### src/sv/ieb_pkg.sv
// ----------------------------------------------------------------------------
// ieb_pkg
// Types, codes and constants of the incremental bit-quad Euler number block.
// ----------------------------------------------------------------------------
package ieb_pkg;

   // default geometry of the pixel map
   localparam int MAX_WIDTH_DEF  = 64;
   localparam int MAX_HEIGHT_DEF = 64;

   // field widths
   localparam int COUNT_W     = 14;
   localparam int DELTA_W     = 4;
   localparam int STATUS_W    = 2;
   localparam int COORD_W     = 6;
   localparam int SIZE_REG_W  = 7;
   localparam int CSR_INDEX_W = 1;

   localparam logic [SIZE_REG_W-1:0] SIZE_RESET = 7'd64;

   localparam logic signed [COUNT_W-1:0] COUNT_MAX = 14'sd8191;
   localparam logic signed [COUNT_W-1:0] COUNT_MIN = -14'sd8192;

   // request codes
   typedef enum logic {
      REQ_ADD   = 1'b0,
      REQ_CLEAR = 1'b1
   } req_code_type;

   // response status codes
   localparam logic [STATUS_W-1:0] STATUS_DONE  = 2'd0;
   localparam logic [STATUS_W-1:0] STATUS_SET   = 2'd1;
   localparam logic [STATUS_W-1:0] STATUS_RANGE = 2'd2;

   // register indexes
   localparam logic [CSR_INDEX_W-1:0] CSR_IMAGE_WIDTH  = 1'b0;
   localparam logic [CSR_INDEX_W-1:0] CSR_IMAGE_HEIGHT = 1'b1;

   // controller states
   typedef enum logic [2:0] {
      ST_INIT,
      ST_IDLE,
      ST_CLEAR,
      ST_RD_UP,
      ST_RD_MID,
      ST_RD_DN,
      ST_FINISH
   } state_type;

   // which neighbor row the map read addresses
   typedef enum logic [1:0] {
      ROW_UP,
      ROW_MID,
      ROW_DN
   } row_sel_type;

   // controller to datapath
   typedef struct packed {
      logic        load_req;
      row_sel_type row_sel;
      logic        cap_up;
      logic        cap_mid;
      logic        sweep;
      logic        finish_add;
      logic        finish_clear;
   } dp_cmd_type;

   // datapath to controller
   typedef struct packed {
      logic is_clear;
      logic out_of_range;
      logic sweep_last;
   } dp_status_type;

endpackage

### src/sv/ieb_ctrl.sv
// ----------------------------------------------------------------------------
// ieb_ctrl
// Sequencer: map sweep, three neighbor row reads, finish and response.
// ----------------------------------------------------------------------------
module ieb_ctrl
   import ieb_pkg::*;
(
   input  logic          clock,
   input  logic          reset,
   input  logic          start,
   output logic          busy,
   input  dp_status_type dp_status,
   output dp_cmd_type    dp_cmd
);

   state_type state_ff, state_in;

   // state register; reset begins with a sweep that zeroes the map
   always_ff @(posedge clock) begin
      if (reset) begin
         state_ff <= ST_INIT;
      end else begin
         state_ff <= state_in;
      end
   end

   // next state
   always_comb begin
      state_in = state_ff;
      case (state_ff)
         ST_INIT: begin
            if (dp_status.sweep_last) state_in = ST_IDLE;
         end
         ST_IDLE: begin
            if (start) state_in = dp_status.is_clear ? ST_CLEAR : ST_RD_UP;
         end
         ST_CLEAR: begin
            if (dp_status.sweep_last) state_in = ST_IDLE;
         end
         ST_RD_UP: begin
            state_in = dp_status.out_of_range ? ST_FINISH : ST_RD_MID;
         end
         ST_RD_MID: state_in = ST_RD_DN;
         ST_RD_DN:  state_in = ST_FINISH;
         ST_FINISH: state_in = ST_IDLE;
         default:   state_in = ST_INIT;
      endcase
   end

   // outputs
   always_comb begin
      dp_cmd         = '0;
      dp_cmd.row_sel = ROW_MID;
      busy           = 1'b1;
      case (state_ff)
         ST_INIT: begin
            dp_cmd.sweep = 1'b1;
         end
         ST_IDLE: begin
            busy            = 1'b0;
            dp_cmd.load_req = start;
         end
         ST_CLEAR: begin
            dp_cmd.sweep        = 1'b1;
            dp_cmd.finish_clear = dp_status.sweep_last;
         end
         ST_RD_UP: begin
            dp_cmd.row_sel = ROW_UP;
         end
         ST_RD_MID: begin
            dp_cmd.row_sel = ROW_MID;
            dp_cmd.cap_up  = 1'b1;
         end
         ST_RD_DN: begin
            dp_cmd.row_sel = ROW_DN;
            dp_cmd.cap_mid = 1'b1;
         end
         ST_FINISH: begin
            dp_cmd.finish_add = 1'b1;
         end
         default: begin
            busy = 1'b1;
         end
      endcase
   end

endmodule

### config.mk
export PLATFORM = sky130hd
export DESIGN_NAME = ieb_ctrl
export DESIGN_NICKNAME = d
export VERILOG_FILES = /design/src/sv/ieb_pkg.sv /design/src/sv/ieb_ctrl.sv
export SDC_FILE = /design/constraint.sdc
export NUM_CORES = 1
export LEC_CHECK = 0
export ABC_CLOCK_PERIOD_IN_PS = 1660
export BUFFER_PORTS_ARGS = -buffer_cell sky130_fd_sc_hd__clkbuf_2
export CAP_MARGIN = 25
export CORE_AREA = 2 2 39 41
export CTS_BUF_LIST = sky130_fd_sc_hd__clkbuf_8
export DETAILED_ROUTE_END_ITERATION = 12
export DIE_AREA = 0 0 41 43
export PLACE_DENSITY_LB_ADDON = 0.08
export RECOVER_POWER = 25
export SETUP_SLACK_MARGIN = 0.1
export SLEW_MARGIN = 40
export SYNTH_ARGS = -nofsm -noshare
export SYNTH_HDL_FRONTEND = slang
export SYNTH_SLANG_ARGS = --single-unit
### constraint.sdc
create_clock -name clock -period 1.66 [get_ports clock]
set_input_delay 0.166 -clock clock [delete_from_list [all_inputs] [get_ports clock]]
set_output_delay 0.166 -clock clock [all_outputs]
set_load 0.01 [all_outputs]
======== Yosys cells after proc, flatten, opt, wreduce, memory -nomap -nowiden ========
Index checks and enable logic that the tools add are counted.
word-level totals
  output and inout bits ................... 9
  bits in registers ....................... 3
  word-level logic and storage cells ...... 25
  bits of input ports ..................... 6
operators by class
  reductions and logical operators ........ 3
  eq/ne operators ......................... 8
  multiplexer cells ....................... 13
operator list
  operator            count
  $pmux 3 s6          1
  $eq 3x3->1 const B  3
  $mux 1              8
  $eq 3x2->1 const B  2
  $mux 3              2
  $pmux 2 s2          1
  $eq 3x1->1 const B  1
  $logic_not 3->1     1
  $mux 2              1
  $ne 2x1->1 const B  1
  $ne 2x2->1 const B  1
  $reduce_and 2->1    1
  $reduce_or 2->1     1

======== Longest topological paths before layout ========
Gate-level depths: netlist of the first run.
  depth after elaboration ................. 4
  mapped depth ............................ 4

======== Least setup slack after synthesis of the first run ========
OpenSTA, ideal clock, no wires.
  path kind ............................... flip-flop to output port
  start point ............................. reg state_ff[0]
  end point ............................... out dp_cmd[7] (netlist name)
  arrival time ............................ 961 ps
  setup slack ............................. 533 ps
  stages on the path, launching flop included .. 5
  path through ............................ dfxtp_1 buf_4 inv_1 or3_4 nor2_2
RTL lines
  what                      line            text
  start: declaration        ieb_ctrl.sv:16  state_type state_ff, state_in;
  start signal: assignment  ieb_ctrl.sv:23  state_ff <= state_in;
  end: declaration          ieb_ctrl.sv:13  output dp_cmd_type dp_cmd

==> results.md, run 1 <==
* Area share of the largest cell type after synthesis at 0.261
* Pre-CTS setup slack at 0.488 ns
* Gr ovfl total at 0
* Peak supply drop at 0.000265 V
* Routability cong. at 0.650
* Multi-input logic area at 125 sq um
* Startpoint Class: flip-flop
* Critical path class: reg2out
* Clock tree buffer depth at 2
* Vias/cell at 4.02
* Clock transition at the registers of the reported paths at approximately 0.03 ns
* Nets at 51
* First-pass GRT wire length at 800 microns
* RSZ-0062 raised after global routing: false
* Die H at 43 microns
* DIE WIDTH at around 41 microns
* Worst Path Required at 1.49 ns
* Layout cells sized above 1 at 0.455
* Crit. End Element: output port
* Biggest registers after layout: state_ff: 3 flops
* WL per Instance at around 9.2 microns
* Reg-to-Reg Start: state_ff[1]
* Port buffer count at 14
* CTS tree: done
* Starting Density at 0.166
* HP Start: reset
* Outcome: complete, no violations
* Area growth syn-to-layout at 45.7%
* Max_slew headroom at 0.793
* Drc violations at 0
* Root buffer cell: clkbuf_8
* Syn Area/Cell at 7.94 sq um
* Crit path from: state_ff[1]
* Post-CTS Resized at 0
* Final wirelength at 553 microns
* Mapped Area at 230 sq um
* Row cnt at 14
* Leak at 0.179 nW
* Period utilization at 0.832
* Fmax at roughly 720 MHz
* CTS sink count at 3
* CP max FO at 9
* Routed Antenna Nets at 0
* Final setup fails at 0
* Core ar. at 1380 sq um
* Slew Limit Fails at 0
* I/O Pins at 15
* Max incr delay on CP at 0.42 ns
* Total CTS buffers at 3
* Most frequent cells in the layout: clkbuf_2 (14), nor2_1 (4), inv_1 (3), clkbuf_8 (3), dfxtp_1 (3)
* Die area at 1760 sq um
* Worst Path Buf+Inv at 1
* Register bank with the most flops: state_ff
* DRT iter0 DRCs at 0
* CP Cell Sequence: or3_4 > nor2_2 > clkbuf_2
* DR vias at between 200 and 250
* Dpl cells at 56
* Fill count at about 160
* Number of global-route vias before repair at 201
* CTS Hold Buffers Added at 0
* Final hold viol count at 0
* Initial antenna violation count at 0
* Post-CTS setup buffers at 0
* DP HPWL at 441 microns
* Synthesis Warnings at 0
* Post-synthesis cell type count at 19
* Mapped Cells at 29
* Most common cell after layout, fill and taps aside: clkbuf_2
* Worst slew pin tran at 0.311 ns
* Worst EP arrival at 1.22 ns
* Clock skew at 0.00121 ns
* Min-Delay Path Class: in2reg
* PD cells at 1030 nW/um^2
* Register area share after synthesis at 0.261
* Max FFs per register at 3
* Minimum hold slack at 0.158 ns
* Final WS setup at 0.279 ns
* Non-Filler Instances at 60
* Seq cells post-synth at 3
* Clk Latency, worst-skew pair at 0.21 ns
* Register area at 60.1 sq um
* Slowest-stage cell, CP: or3_4
* Leading area contributor after synthesis: dfxtp_1
* Max_cap viols at 0
* Pin count of the biggest net entering global routing at 11
* Family with the most delay on the worst path: simple AND/OR/NAND/NOR gates
* H-Tree Level Count at 1
* Synth area leaders: dfxtp_1 (26%), buf_6 (9.8%), buf_4 (6.5%), nor2_1 (6.5%), and3_1 (5.4%)
* Setup TNS at 0 ns
* Minimum clock period at 1.38 ns
* Drt pass-1 iters at 1
* Antenna cell count at 0
* Total track usage at 0.0722
* Net Count, Synth at 35
final timing paths:
check | endpoint | slack [ns] | cells after the start
worst max-delay path | dp_cmd[7] | 0.28 | 3
worst min-delay path | state_ff[2] | 0.16 | 2
worst max register to register | state_ff[1] | 0.58 | 2
worst min register to register | state_ff[0] | 0.60 | 2
stage by stage:
step,utilization,area (sq um),total power [W]
after global routing,0.242,335,0.000367
after global placement,0.210,290,0.000143
after CTS,0.242,335,0.000352
after floorplan,-,230,0.000124
final,0.242,335,0.000345
after detailed placement,0.210,290,0.000142
layer usage:
layer | wire length, microns | share of wire | vias up | GRT usage
li1 | - | - | 129 | -
met1 | 237 | 0.43 | 102 | 0.0769
met2 | 270 | 0.49 | 10 | 0.0938
met3 | 45 | 0.081 | 0 | 0.0471
met4 | 0 | 0 | 0 | 0.0600
met5 | 0 | 0 | - | 0
cell usage after synthesis:
library cell  count
buf_6             2
xor2_1            1
a211o_1           1
or3_4             1
or3b_1            1
nor2_2            1
nand2b_1          1
nand3b_1          1
a211oi_1          1
and3_1            2
dfxtp_1           3
buf_4             2
a21oi_1           2
nand2_1           1
inv_1             2
nor2_1            4
o32ai_1           1
o21ai_0           1
nor3_1            1
where the power goes:
group | switching, W | internal, W
sequential | 0.00000654 | 0.0000774
clock | 0.0000476 | 0.000157
combinational | 0.0000284 | 0.0000277
total | 0.0000825 | 0.000263
area by class of cell:
class	instances	share of cell area
multi-input cells	20	0.373
well taps	16	0.0597
flip-flops and latches	3	0.179
clock buffers	3	0.123
clock inverters	1	0.0112
repair buffers	15	0.231
inverters	2	0.0224
cells by family after synthesis:
family,Yosys count,synth area share
flip-flops,3,0.261
AO/OA/AOI/OAI,6,0.174
AND/OR/NAND/NOR,13,0.332
buffers and inverters,6,0.196
XOR/XNOR,1,0.0381
worst reg2reg max path: stages, from the launching register on:
cell and delay [ns]:
dfxtp_1 0.47, or3b_1 0.37, o32ai_1 0.13
Power figures use the tool's default switching activity.
==> run 2: changes to the inputs <==
--- a/config.mk
+++ b/config.mk
@@ -5,7 +5,8 @@
 export SDC_FILE = /design/constraint.sdc
 export NUM_CORES = 1
 export LEC_CHECK = 0
-export ABC_CLOCK_PERIOD_IN_PS = 1660
+export ABC_AREA = 1
+export ABC_CLOCK_PERIOD_IN_PS = 1300
 export BUFFER_PORTS_ARGS = -buffer_cell sky130_fd_sc_hd__clkbuf_2
 export CAP_MARGIN = 25
 export CORE_AREA = 2 2 39 41
==> constraint.sdc (replaced) <==
create_clock -name clock -period 1.3 [get_ports clock]
set_input_delay 0.13 -clock clock [delete_from_list [all_inputs] [get_ports clock]]
set_output_delay 0.13 -clock clock [all_outputs]
set_load 0.01 [all_outputs]
==> run 2 against run 1 <==
Against the previous run:
- power rose by 46%
- sequential power rose by 38%
- sequential share of layout area fell by 0.82 points
- design area rose by 18%
- clock power rose by 26%
- flip-flop and latch count did not move
- critical path depth rose by 2
- synthesized cell count rose by 24%
- final cell count rose by 18%
- clock skew fell by 0.00071 ns
- register-to-register slack got worse by 0.33 ns
- critical path type unchanged
- largest power group unchanged
==> results.md, run 2 <==
* Clock transition at the registers of the reported paths at 0.03 ns
* DRT iter0 DRCs at 5
* DR vias at 290
* Root buffer cell: clkbuf_8
* Starting Density at 0.167
* Post-synthesis cell type count at 18
* Total CTS buffers at 3
* Layout cells sized above 1 at 0.564
* PD cells at 1280 nW/um^2
* Vias/cell at 4.08
* Die H at 43 microns
* Leak at a little over 0.2 nW
* Prevailing post-synth register cell: dfxtp_1
* Most frequent cells in the layout: clkbuf_2 (13), nand2_1 (5), nor2_1 (4), inv_1 (4)
* Biggest registers after layout: state_ff: 3 flops
* RSZ-0062 raised after global routing: true
* Initial antenna violation count at 0
* Most common cell after layout, fill and taps aside: clkbuf_2
* Clk Latency, worst-skew pair at 0.21 ns
* Outcome: complete, no violations
* CTS tree: done
* Seq cells post-synth at 3
* Most common cell in the netlist: nand2_1
* Register area share after synthesis at 0.259
* Area growth syn-to-layout at 70.8%
* Routed length on met1 at 268 microns
* CTS sink count at 3
* Min-Delay Path Class: in2reg
* Reg2reg path depth at 7
* First-pass GRT wire length at 993 microns
* Mapped Area at between 200 and 250 sq um
* Antenna cell count at 0
* I/O Pins at 15
* Tot Pwr at 0.000504 W
* Peak supply drop at 0.000523 V
* Hold Path Cell Cnt at 2
* Slowest-stage cell, CP: dfxtp_1
* Core ar. at 1380 sq um
* Gr ovfl total at 0
* Port buffer count at 14
* Die area at 1760 sq um
* Startpoint Class: flip-flop
* Nets at 62
* CP Cell Sequence: buf_6 > nor2_4 > nand2_2 > nor2_1 > buf_2
* Number of global-route vias before repair at about 260
* Drt pass-1 iters at 4
* Max_cap viols at 0
* Worst Path Required at between 1 and 1.5 ns
* Fmax at 860 MHz
* Minimum clock period at between 1 and 1.5 ns
* Total track usage at 0.0902
* Synthesis Warnings at 0
* Max FFs per register at 3
* Row cnt at 14
* Critical path class: reg2out
* Crit. End Element: output port
* Dpl cells at 65
* Register bank with the most flops: state_ff
* Non-Filler Instances at 71
* Syn Area/Cell at 6.43 sq um
* Max_slew headroom at 0.862
* CP max FO at 3
* Drc violations at 0
* Clock tree buffer depth at 2
* DIE WIDTH at between 40 and 50 microns
* Synth top cells by count: nand2_1 (6), nor2_1 (5)
* Async set-or-reset flop fraction in the synthesized netlist at 0
* Pin count of the biggest net entering global routing at 9
* Final hold viol count at 0
* Setup TNS at 0 ns
* DP HPWL at between 400 and 500 microns
* Mapped Cells at 36
* Net Count, Synth at 42
* Worst slew pin tran at between 0.2 and 0.25 ns
* Routability cong. at 0.649
* H-Tree Level Count at 1
* Clock skew at 0.000502 ns
* Area share of the largest cell type after synthesis at 0.259
* Final wirelength at around 640 microns
* Post-synth EDFFs at 0
* Max incr delay on CP at ~0.31 ns
* Top Layer Used: met4
* Final setup fails at 0
* Slew Limit Fails at 0
* WL met2 at approximately 300 microns
* Synth area leaders: dfxtp_1 (26%), nand2_1 (9.7%), nor2_1 (8.1%), a21oi_1 (6.5%), nand3_1 (6.5%)
* WL per Instance at ~9 microns
* Period utilization at 0.895
* Leading area contributor after synthesis: dfxtp_1
* Routed wl met3 at 49 microns
* Routed Antenna Nets at 0
* Worst EP arrival at just over 1 ns
## run 2: cell count changes after synthesis, moves of 2 or more
cell,previous run,this run
nand3_1,0,3
inv_2,0,2
and3_1,2,0
nand2_1,1,6
## run 2: through the flow
| stage | worst slack (ns) | utilization | cell area (sq um) | hold WS, ns |
|---|---|---|---|---|
| 5_1_grt | 0.0552 | 0.286 | 395 | 0.105 |
| 2_1_floorplan | 0.271 | - | 231 | 0.199 |
| 4_1_cts | 0.104 | 0.275 | 380 | 0.109 |
| 6_report | 0.137 | 0.286 | 395 | 0.102 |
| 3_5_place_dp | 0.167 | 0.224 | 310 | 0.343 |
| 3_3_place_gp | 0.189 | 0.224 | 310 | 0.339 |
## run 2: area by class of cell
| class | count | area, sq um |
|---|---|---|
| well taps | 16 | 20.0 |
| repair buffers | 17 | 96.3 |
| clock inverters | 1 | 3.75 |
| multi-input cells | 24 | 135 |
| inverters | 7 | 31.3 |
| clock buffers | 3 | 41.3 |
| fillers | 171 | 988 |
| flip-flops and latches | 3 | 67.6 |
## run 2: cells by family (layout without fill, tap and decap cells)
| kind of cell | after synthesis | after routing | synth area share |
|---|---|---|---|
| compound gates | 3 | 3 | 0.0648 |
| buf+inv | 9 | 28 | 0.205 |
| flops | 3 | 3 | 0.259 |
| simple gates | 21 | 21 | 0.470 |
## run 2: worst max-delay path, delay by kind of cell (launching register included)
kind                   cells  cell delay (ns)
buffers and inverters      2             0.26
DFF                        1             0.31
and+or+nand+nor            3             0.25
## run 2: final timing paths
kind              slack, ns         from           to
setup reg to reg       0.25  state_ff[1]  state_ff[0]
hold reg to reg        0.54  state_ff[2]  state_ff[2]
setup / recovery       0.14  state_ff[1]    dp_cmd[7]
hold / removal         0.10        reset  state_ff[2]
## run 2: metal layers
metal	global-route usage	vias up
met5	0	-
met4	0.100	0
met3	0.0366	4
met2	0.109	9
met1	0.105	127
li1	-	150
## run 2: power by group
group	switching [W]	leakage [nW]	internal, W	total (W)
combinational	0.0000702	0.151	0.0000584	0.000129
clock	0.0000585	0.0269	0.000201	0.000259
sequential	0.0000146	0.0260	0.000102	0.000116
total	0.000143	0.204	0.000361	0.000504
## run 2: what timing repair did
action                                  in CTS  in global routing
buffers inserted                             2                  0
gates resized for setup                      5                  6
endpoints found under the setup margin       6                  3
hold buffers                                 0                  0
pin swaps                                    2                  2
